### src/bclm_pkg.sv
`timescale 1ns / 1ps
// ----------------------------------------------------------------------------
// bclm_pkg
// Shared widths, codes and control types for the block cache tag manager.
// ----------------------------------------------------------------------------
package bclm_pkg;

    localparam int FILE_W     = 8;
    localparam int SECTOR_W   = 32;
    localparam int OUT_SLOT_W = 4;

    // request operation codes
    localparam logic OP_READ  = 1'b0;
    localparam logic OP_WRITE = 1'b1;

    // result status codes
    localparam logic STATUS_OK   = 1'b0;
    localparam logic STATUS_FAIL = 1'b1;

    // commands from the controller to the datapath
    typedef struct packed {
        logic capture;  // latch the request payload
        logic lookup;   // compare tags and register the search results
        logic update;   // apply state changes and load the result register
    } t_dp_cmd;

endpackage

### src/bclm_if.sv
`timescale 1ns / 1ps
// ----------------------------------------------------------------------------
// bclm_req_if / bclm_rsp_if
// Valid/ready channels for cache requests and their results.
// ----------------------------------------------------------------------------
interface bclm_req_if import bclm_pkg::*; ();
    logic                valid;
    logic                ready;
    logic                op;
    logic [FILE_W-1:0]   file_id;
    logic [SECTOR_W-1:0] sector;
    logic                backing_read_failed;

    modport source (
        output valid, op, file_id, sector, backing_read_failed,
        input  ready
    );
    modport sink (
        input  valid, op, file_id, sector, backing_read_failed,
        output ready
    );
endinterface

interface bclm_rsp_if import bclm_pkg::*; ();
    logic                  valid;
    logic                  ready;
    logic                  hit;
    logic [OUT_SLOT_W-1:0] slot;
    logic                  status;
    logic                  writeback;
    logic [FILE_W-1:0]     victim_file_id;
    logic [SECTOR_W-1:0]   victim_sector;

    modport source (
        output valid, hit, slot, status, writeback, victim_file_id, victim_sector,
        input  ready
    );
    modport sink (
        input  valid, hit, slot, status, writeback, victim_file_id, victim_sector,
        output ready
    );
endinterface

### src/bclm_ctrl.sv
`timescale 1ns / 1ps
// ----------------------------------------------------------------------------
// bclm_ctrl
// Request sequencer: capture, tag lookup, update, with result valid tracking.
// ----------------------------------------------------------------------------
module bclm_ctrl import bclm_pkg::*; (
    input  logic    i_clk,
    input  logic    i_rst_n,
    input  logic    i_in_valid,
    output logic    o_in_ready,
    output logic    o_out_valid,
    input  logic    i_out_ready,
    output t_dp_cmd o_cmd
);

    typedef enum logic [2:0] {
        S_IDLE = 3'b001,
        S_LOOK = 3'b010,
        S_UPD  = 3'b100
    } t_state;

    t_state r_state, n_state;
    logic   r_out_valid, n_out_valid;

    // issue commands
    always_comb begin
        o_cmd.capture = (r_state == S_IDLE) && i_in_valid;
        o_cmd.lookup  = (r_state == S_LOOK);
        o_cmd.update  = (r_state == S_UPD) && (!r_out_valid || i_out_ready);
    end

    // advance the sequence
    always_comb begin
        n_state = r_state;
        case (r_state)
            S_IDLE: if (i_in_valid) n_state = S_LOOK;
            S_LOOK: n_state = S_UPD;
            S_UPD:  if (o_cmd.update) n_state = S_IDLE;
            default: n_state = S_IDLE;
        endcase
    end

    // hold the result until its transfer, reload on update
    always_comb begin
        n_out_valid = r_out_valid;
        if (o_cmd.update) begin
            n_out_valid = 1'b1;
        end else if (i_out_ready) begin
            n_out_valid = 1'b0;
        end
    end

    always_ff @(posedge i_clk) begin
        if (!i_rst_n) begin
            r_state     <= S_IDLE;
            r_out_valid <= 1'b0;
        end else begin
            r_state     <= n_state;
            r_out_valid <= n_out_valid;
        end
    end

    assign o_in_ready  = (r_state == S_IDLE);
    assign o_out_valid = r_out_valid;

endmodule

### src/bclm_datapath.sv
`timescale 1ns / 1ps
// ----------------------------------------------------------------------------
// bclm_datapath
// Tag store, parallel tag compare, free/victim selection, recency ranks and
// the result register.
// ----------------------------------------------------------------------------
module bclm_datapath import bclm_pkg::*; #(
    parameter int NUM_SLOTS = 16
) (
    input  logic                  i_clk,
    input  logic                  i_rst_n,
    input  t_dp_cmd               i_cmd,
    input  logic                  i_op,
    input  logic [FILE_W-1:0]     i_file_id,
    input  logic [SECTOR_W-1:0]   i_sector,
    input  logic                  i_failed,
    output logic                  o_hit,
    output logic [OUT_SLOT_W-1:0] o_slot,
    output logic                  o_status,
    output logic                  o_writeback,
    output logic [FILE_W-1:0]     o_victim_file_id,
    output logic [SECTOR_W-1:0]   o_victim_sector
);

    localparam int SLOT_W = $clog2(NUM_SLOTS);
    localparam logic [SLOT_W-1:0] OLDEST = SLOT_W'(NUM_SLOTS - 1);

    // slot state
    logic [NUM_SLOTS-1:0] r_valid;
    logic [NUM_SLOTS-1:0] r_dirty;
    logic [FILE_W-1:0]    r_tag_file   [NUM_SLOTS];
    logic [SECTOR_W-1:0]  r_tag_sector [NUM_SLOTS];
    logic [SLOT_W-1:0]    r_rank       [NUM_SLOTS];

    // captured request
    logic                r_req_op;
    logic [FILE_W-1:0]   r_req_file;
    logic [SECTOR_W-1:0] r_req_sector;
    logic                r_req_failed;

    // lookup results
    logic              r_hit;
    logic [SLOT_W-1:0] r_hit_idx;
    logic              r_free_any;
    logic [SLOT_W-1:0] r_free_idx;
    logic [SLOT_W-1:0] r_vict_idx;

    logic [NUM_SLOTS-1:0] n_match;
    logic [SLOT_W-1:0]    n_hit_idx;
    logic [SLOT_W-1:0]    n_free_idx;
    logic [SLOT_W-1:0]    n_vict_idx;

    logic              n_fail;
    logic [SLOT_W-1:0] n_sel;
    logic [SLOT_W-1:0] n_sel_rank;
    logic              n_evict_dirty;

    // latch the request
    always_ff @(posedge i_clk) begin
        if (i_cmd.capture) begin
            r_req_op     <= i_op;
            r_req_file   <= i_file_id;
            r_req_sector <= i_sector;
            r_req_failed <= i_failed;
        end
    end

    // compare all tags; lowest matching, highest free, and the oldest slot
    always_comb begin
        n_hit_idx  = '0;
        n_free_idx = '0;
        n_vict_idx = '0;
        for (int i = 0; i < NUM_SLOTS; i++) begin
            n_match[i] = r_valid[i] && (r_tag_file[i] == r_req_file)
                         && (r_tag_sector[i] == r_req_sector);
        end
        for (int i = NUM_SLOTS - 1; i >= 0; i--) begin
            if (n_match[i]) n_hit_idx = SLOT_W'(i);
        end
        for (int i = 0; i < NUM_SLOTS; i++) begin
            if (!r_valid[i]) n_free_idx = SLOT_W'(i);
            if (r_rank[i] == OLDEST) n_vict_idx = SLOT_W'(i);
        end
    end

    always_ff @(posedge i_clk) begin
        if (i_cmd.lookup) begin
            r_hit      <= |n_match;
            r_hit_idx  <= n_hit_idx;
            r_free_any <= ~&r_valid;
            r_free_idx <= n_free_idx;
            r_vict_idx <= n_vict_idx;
        end
    end

    // pick the target slot
    always_comb begin
        n_fail        = !r_hit && (r_req_op == OP_READ) && r_req_failed;
        n_sel         = r_hit ? r_hit_idx : (r_free_any ? r_free_idx : r_vict_idx);
        n_sel_rank    = r_rank[n_sel];
        n_evict_dirty = !r_hit && !r_free_any && r_dirty[n_sel];
    end

    // update valid and dirty bits
    always_ff @(posedge i_clk) begin
        if (!i_rst_n) begin
            r_valid <= '0;
            r_dirty <= '0;
        end else if (i_cmd.update && !n_fail) begin
            r_valid[n_sel] <= 1'b1;
            if (r_hit) begin
                r_dirty[n_sel] <= r_dirty[n_sel] | (r_req_op == OP_WRITE);
            end else begin
                r_dirty[n_sel] <= (r_req_op == OP_WRITE);
            end
        end
    end

    // promote the target; age the others (only the more recent ones on a hit)
    always_ff @(posedge i_clk) begin
        if (i_cmd.update && !n_fail) begin
            for (int i = 0; i < NUM_SLOTS; i++) begin
                if (SLOT_W'(i) == n_sel) begin
                    r_rank[i] <= '0;
                end else if (r_valid[i] && (!r_hit || (r_rank[i] < n_sel_rank))) begin
                    r_rank[i] <= r_rank[i] + SLOT_W'(1);
                end
            end
            if (!r_hit) begin
                r_tag_file[n_sel]   <= r_req_file;
                r_tag_sector[n_sel] <= r_req_sector;
            end
        end
    end

    // load the result register
    always_ff @(posedge i_clk) begin
        if (i_cmd.update) begin
            o_hit       <= r_hit;
            o_slot      <= n_fail ? '0 : OUT_SLOT_W'(n_sel);
            o_status    <= n_fail ? STATUS_FAIL : STATUS_OK;
            o_writeback <= n_evict_dirty && !n_fail;
            o_victim_file_id <= (n_evict_dirty && !n_fail) ? r_tag_file[n_sel] : '0;
            o_victim_sector  <= (n_evict_dirty && !n_fail) ? r_tag_sector[n_sel] : '0;
        end
    end

endmodule

### src/block_cache_lru_tag_manager_core.sv
`timescale 1ns / 1ps
// ----------------------------------------------------------------------------
// block_cache_lru_tag_manager_core
// Fully associative write-back block cache tag manager with LRU replacement.
// ----------------------------------------------------------------------------
// Each request passes through three steps: the transfer that captures it, a
// lookup step in which all NUM_SLOTS tags are compared in parallel and the
// free and oldest slots are found, and an update step that moves recency
// ranks, tags and dirty bits and loads the result register. The controller's
// three-step sequence takes no new request until the previous one has been
// updated. A request is taken while an earlier result still waits in the
// output register; the update step stalls only if that result has not been
// taken by then. Slots free after reset without any clearing pass. The slot
// field carries the low four bits of the slot index.
// ----------------------------------------------------------------------------
module block_cache_lru_tag_manager_core import bclm_pkg::*; #(
    parameter int NUM_SLOTS = 16
) (
    input  logic        i_clk,
    input  logic        i_rst_n,
    bclm_req_if.sink    i_req,
    bclm_rsp_if.source  o_rsp
);

    t_dp_cmd w_cmd;

    // sequence control
    bclm_ctrl u_ctrl (
        .i_clk       (i_clk),
        .i_rst_n     (i_rst_n),
        .i_in_valid  (i_req.valid),
        .o_in_ready  (i_req.ready),
        .o_out_valid (o_rsp.valid),
        .i_out_ready (o_rsp.ready),
        .o_cmd       (w_cmd)
    );

    // tag store and result
    bclm_datapath #(
        .NUM_SLOTS (NUM_SLOTS)
    ) u_datapath (
        .i_clk            (i_clk),
        .i_rst_n          (i_rst_n),
        .i_cmd            (w_cmd),
        .i_op             (i_req.op),
        .i_file_id        (i_req.file_id),
        .i_sector         (i_req.sector),
        .i_failed         (i_req.backing_read_failed),
        .o_hit            (o_rsp.hit),
        .o_slot           (o_rsp.slot),
        .o_status         (o_rsp.status),
        .o_writeback      (o_rsp.writeback),
        .o_victim_file_id (o_rsp.victim_file_id),
        .o_victim_sector  (o_rsp.victim_sector)
    );

endmodule

### src/flat_wrapper.sv
// flat-port wrapper written by rule: the top's interface ports become plain ports
module block_cache_lru_tag_manager_core_flat import bclm_pkg::*;
#(
    parameter int NUM_SLOTS = 16
)
  (i_clk, i_rst_n, i_req_valid, i_req_op, i_req_file_id, i_req_sector, i_req_backing_read_failed, i_req_ready, o_rsp_valid, o_rsp_hit, o_rsp_slot, o_rsp_status, o_rsp_writeback, o_rsp_victim_file_id, o_rsp_victim_sector, o_rsp_ready);
  bclm_req_if i_req_i ();
  bclm_rsp_if o_rsp_i ();
  input  logic i_clk;
  input  logic i_rst_n;
  input wire logic [$bits(i_req_i.valid)-1:0] i_req_valid;
  input wire logic [$bits(i_req_i.op)-1:0] i_req_op;
  input wire logic [$bits(i_req_i.file_id)-1:0] i_req_file_id;
  input wire logic [$bits(i_req_i.sector)-1:0] i_req_sector;
  input wire logic [$bits(i_req_i.backing_read_failed)-1:0] i_req_backing_read_failed;
  output wire logic [$bits(i_req_i.ready)-1:0] i_req_ready;
  output wire logic [$bits(o_rsp_i.valid)-1:0] o_rsp_valid;
  output wire logic [$bits(o_rsp_i.hit)-1:0] o_rsp_hit;
  output wire logic [$bits(o_rsp_i.slot)-1:0] o_rsp_slot;
  output wire logic [$bits(o_rsp_i.status)-1:0] o_rsp_status;
  output wire logic [$bits(o_rsp_i.writeback)-1:0] o_rsp_writeback;
  output wire logic [$bits(o_rsp_i.victim_file_id)-1:0] o_rsp_victim_file_id;
  output wire logic [$bits(o_rsp_i.victim_sector)-1:0] o_rsp_victim_sector;
  input wire logic [$bits(o_rsp_i.ready)-1:0] o_rsp_ready;
  assign i_req_i.valid = i_req_valid;
  assign i_req_i.op = i_req_op;
  assign i_req_i.file_id = i_req_file_id;
  assign i_req_i.sector = i_req_sector;
  assign i_req_i.backing_read_failed = i_req_backing_read_failed;
  assign i_req_ready = i_req_i.ready;
  assign o_rsp_valid = o_rsp_i.valid;
  assign o_rsp_hit = o_rsp_i.hit;
  assign o_rsp_slot = o_rsp_i.slot;
  assign o_rsp_status = o_rsp_i.status;
  assign o_rsp_writeback = o_rsp_i.writeback;
  assign o_rsp_victim_file_id = o_rsp_i.victim_file_id;
  assign o_rsp_victim_sector = o_rsp_i.victim_sector;
  assign o_rsp_i.ready = o_rsp_ready;
  block_cache_lru_tag_manager_core #(.NUM_SLOTS(NUM_SLOTS)) u_core (.i_clk(i_clk), .i_rst_n(i_rst_n), .i_req(i_req_i), .o_rsp(o_rsp_i));
endmodule
### config.mk
export PLATFORM = sky130hd
export DESIGN_NAME = block_cache_lru_tag_manager_core_flat
export DESIGN_NICKNAME = d
export VERILOG_FILES = /design/src/bclm_pkg.sv /design/src/bclm_if.sv /design/src/bclm_ctrl.sv /design/src/bclm_datapath.sv /design/src/block_cache_lru_tag_manager_core.sv /design/src/flat_wrapper.sv
export SDC_FILE = /design/constraint.sdc
export NUM_CORES = 2
export LEC_CHECK = 0
export ABC_CLOCK_PERIOD_IN_PS = 9050
export BUFFER_PORTS_ARGS = -buffer_cell sky130_fd_sc_hd__buf_2
export CAP_MARGIN = 40
export CORE_MARGIN = 2
export CORE_UTILIZATION = 51
export DETAILED_ROUTE_END_ITERATION = 8
export PLACE_DENSITY_LB_ADDON = 0.05
export SLEW_MARGIN = 30
export SYNTH_ARGS = -nofsm -noshare
export SYNTH_HDL_FRONTEND = slang
export SYNTH_HIERARCHICAL = 1
export SYNTH_SLANG_ARGS = --single-unit
### constraint.sdc
create_clock -name i_clk -period 9.05 [get_ports i_clk]
set_input_delay 0.4525 -clock i_clk [delete_from_list [all_inputs] [get_ports i_clk]]
set_output_delay 0.4525 -clock i_clk [all_outputs]
set_load 0.01 [all_outputs]
==> metrics <==
top cells by area, synth edfxtp_1 58%, mux4_2 9.5%, xor2_1 7.9%; GPL Wtd Cong between 0.9 and 1; most frequent cells in the layout 807 x edfxtp_1, 376 x xor2_1, 276 x xnor2_1; post-layout power just under 0.009 W; Reg2Reg Launch Point u_core/u_datapath/r_hit$_DFFE_PP_; Rows around 100; hold endpoint u_core/u_ctrl/r_state[1]$_SDFFE_PN0P_; Syn Area/Cell approximately 14 µm²; Max-Cap Viols 0; global-route wire length before repair just under 200 mm; Cell variety after synth 57; Lkg Pwr 15.8 nW; Ant. Diodes 0; nets@finish around 3,200; Tmin final about 5.2 ns; Final HPWL DP just under 100 mm; hold_sp i_req_valid; FF-to-FF End u_core/u_datapath/r_rank[8][1]$_SDFFCE_PN0P_; PD cells 184 nW/µm²; status finished, final reports clean; Crit. path cell count 13; setup bufs post-CTS 0; Slew @ Worst Pin about 0.99 ns; # DRC 0; Congestion Overflow GR 0; Post-synth EDFFs between 800 and 900; Total GRT Usage 0.325; initial antenna violation count 4; Startpoint Class register; clock sink total approximately 840; Seq/Total Area, Yosys 0.599; Clock Tree Root clkbuf_16; total I/O pin count 95; Synth async-reset ratio 0; fmax a little under 0.2 GHz; CP max FO 63; Final Hold Viols 0; Worst Hold Class in2reg; worst-case clock buffer depth 3; Post-Synthesis Cell Area 41,700 µm²; CP Capture Type register; Setup TNS 0 ns; Post-Synthesis Cells between 2,000 and 3,000; most frequent cell on the critical path a21oi_1; Slew headroom 0.331; DR WL/cell between 30 and 40 µm; dpl cells about 4,000; top cell type by total area after synthesis edfxtp_1; CTS Hold Buffers Added 42; fin cells around 4,200; synth warn 6; Max Clock Skew 0.0286 ns; vias ~27,000; Crit-path slowest cell edfxtp_1; CP delay by family, top compound AO/OA/AOI/OAI gates; initial core utilization 0.517; chip width 290 µm; initial DRC count around 3,800; Fin Hold WS ~0.062 ns; #FFs+latches synth 843; CTS H-tree lvls 3; largest net degree at the start of global routing 90; Post-CTS Resized 0; DIE HEIGHT 290 µm; Cell Chain, Critical Path clkinv_1 -> mux2_8 -> mux4_2 -> nand2_1 -> nand2_1 -> a21oi_1 -> buf_4 -> ha_1 -> o21ai_0 -> a21oi_1 -> a21oi_1 -> o2111ai_2 -> o21ai_1; TritonCTS Buffers between 90 and 100; Initial DRT Pass Iterations 5; DIE AREA 84,000 µm²; core region area ~81,000 µm²; vias in the first global route between 20,000 and 30,000; Post-DRT Antenna Nets 0; ys flop type edfxtp_1; CTS tree yes; Critical Path AT 5.51 ns; net count after synthesis a little over 3,000; # setup viols final 0; # port buffers 94; Clk Latency, worst-skew pair around 0.67 ns; layout cell share with drive strength beyond 1 0.171; area share of the largest cell type after synthesis 0.581; peak supply drop roughly 0.16 mV; Setup Crit Path Kind reg2reg; RSZ-0062 raised after global routing no; Worst-path clk slew roughly 0.06 ns; fin crit share 0.574; Max Slew Vio Count 0; worst r2r path cells 13; Worst Hold Depth 2; data required time of the worst path around 9.4 ns; Worst R2R Setup Slack roughly 3.9 ns; vias per inst 6.47; CP bufs+invs 2; Critical Path Max Stage Delay a little over 0.8 ns; WL final 138 mm; Layout area overhead 12.9%; commonest non-fill, non-tap cell in the layout edfxtp_1
==> flip-flops by register name (all words and copies together), names as in the netlist, 3 cells and up <==
| signal | flops |
|---|---|
| u_core/u_ctrl/r_state | 3 |
| u_core/u_datapath/r_rank | 64 |
| u_core/u_datapath/r_req_file | 8 |
| u_core/u_datapath/r_valid | 16 |
| u_core/u_datapath/o_slot | 4 |
| u_core/u_datapath/o_victim_sector | 32 |
| u_core/u_datapath/r_vict_idx | 4 |
| u_core/u_datapath/r_tag_file | 128 |
| u_core/u_datapath/r_dirty | 16 |
| u_core/u_datapath/r_req_sector | 32 |
| u_core/u_datapath/r_free_idx | 4 |
| u_core/u_datapath/r_tag_sector | 512 |
| u_core/u_datapath/o_victim_file_id | 8 |
| u_core/u_datapath/r_hit_idx | 4 |
==> metal layers <==
metal / up-vias / share of wire / global-route usage
li1: 11382 / - / -
met1: 13986 / 0.41 / 0.480
met2: 1705 / 0.45 / 0.484
met3: 173 / 0.12 / 0.0820
met4: 2 / 0.025 / 0.0830
met5: - / 0.00014 / 0
==> metrics by stage <==
stage | instance area [µm²] | setup slack (ns) | utilization
final | 47000 | 3.85 | 0.583
after global routing | 47000 | 3.47 | 0.583
after detailed placement | 43600 | 3.80 | 0.541
after CTS | 47000 | 3.80 | 0.583
after floorplan | 41700 | 3.80 | -
after global placement | 43500 | 3.90 | 0.540
==> cell type report <==
type / instances / area, µm²
inverter: 42 / 158
timing repair buffer: 229 / 1650
fill: 6423 / 33600
clock inverter: 53 / 553
clock buffer: 111 / 2430
tap: 1060 / 1330
multi-input combinational: 1873 / 16000
sequential: 843 / 25000
==> synthesized netlist by cell type, types with 4 or more instances <==
master and number:
xnor2_1 276, edfxtp_1 807, nand3_1 64, buf_4 8, o21ai_2 8, o22ai_1 5, a22oi_1 4, buf_6 5
ha_1 64, nand4_1 84, a21oi_1 67, mux4_2 176, inv_1 41, a31oi_1 9, nand2_1 248, buf_2 47
a21boi_0 6, dfxtp_1 36, xor2_1 376, nor3_1 44, and3_1 45, o21ai_0 49, mux2i_1 8, or3_1 17
nor3b_1 5, o21ai_1 4, buf_1 18, o2111ai_1 10, nor4_1 101, o21a_1 18, nor2_1 105, a311oi_1 42
clkbuf_1 96
==> where the power goes <==
part           switching [W]  internal, W
registers         0.00000601      0.00429
logic               0.000391     0.000171
clock network        0.00161      0.00218
==> kinds of logic after synthesis <==
kind of cell / Yosys count / synth area share
adders and majority gates: 64 / 0.0192
muxes: 186 / 0.0977
and+or+nand+nor: 722 / 0.0842
AOI/OAI and AO/OA: 249 / 0.0406
xor gates and xnor gates: 652 / 0.137
DFF: 843 / 0.599
buffers and inverters: 216 / 0.0225
==> worst max path at each step <==
| stage | endpoint | slack (ns) | start |
|---|---|---|---|
| final | u_core/u_datapath/r_rank[8][1]$_SDFFCE_PN0P_ | 3.85 | u_core/u_datapath/r_hit$_DFFE_PP_ |
| after global routing | u_core/u_datapath/r_rank[2][3]$_SDFFCE_PN0P_ | 3.47 | u_core/u_datapath/r_hit$_DFFE_PP_ |
| after CTS | u_core/u_datapath/r_rank[2][3]$_SDFFCE_PN0P_ | 3.80 | u_core/u_datapath/r_hit$_DFFE_PP_ |
| after detailed placement | u_core/u_datapath/r_rank[2][0]$_SDFFCE_PN0P_ | 3.80 | u_core/u_datapath/r_hit$_DFFE_PP_ |
| after global placement | u_core/u_datapath/r_rank[2][0]$_SDFFCE_PN0P_ | 3.90 | u_core/u_datapath/r_hit$_DFFE_PP_ |
| after floorplan | u_core/u_datapath/r_tag_file[8][0]$_DFFE_PP_ | 3.80 | u_core/u_ctrl/r_state[2]$_SDFFE_PN0P_ |
Power figures use the tool's default switching activity.
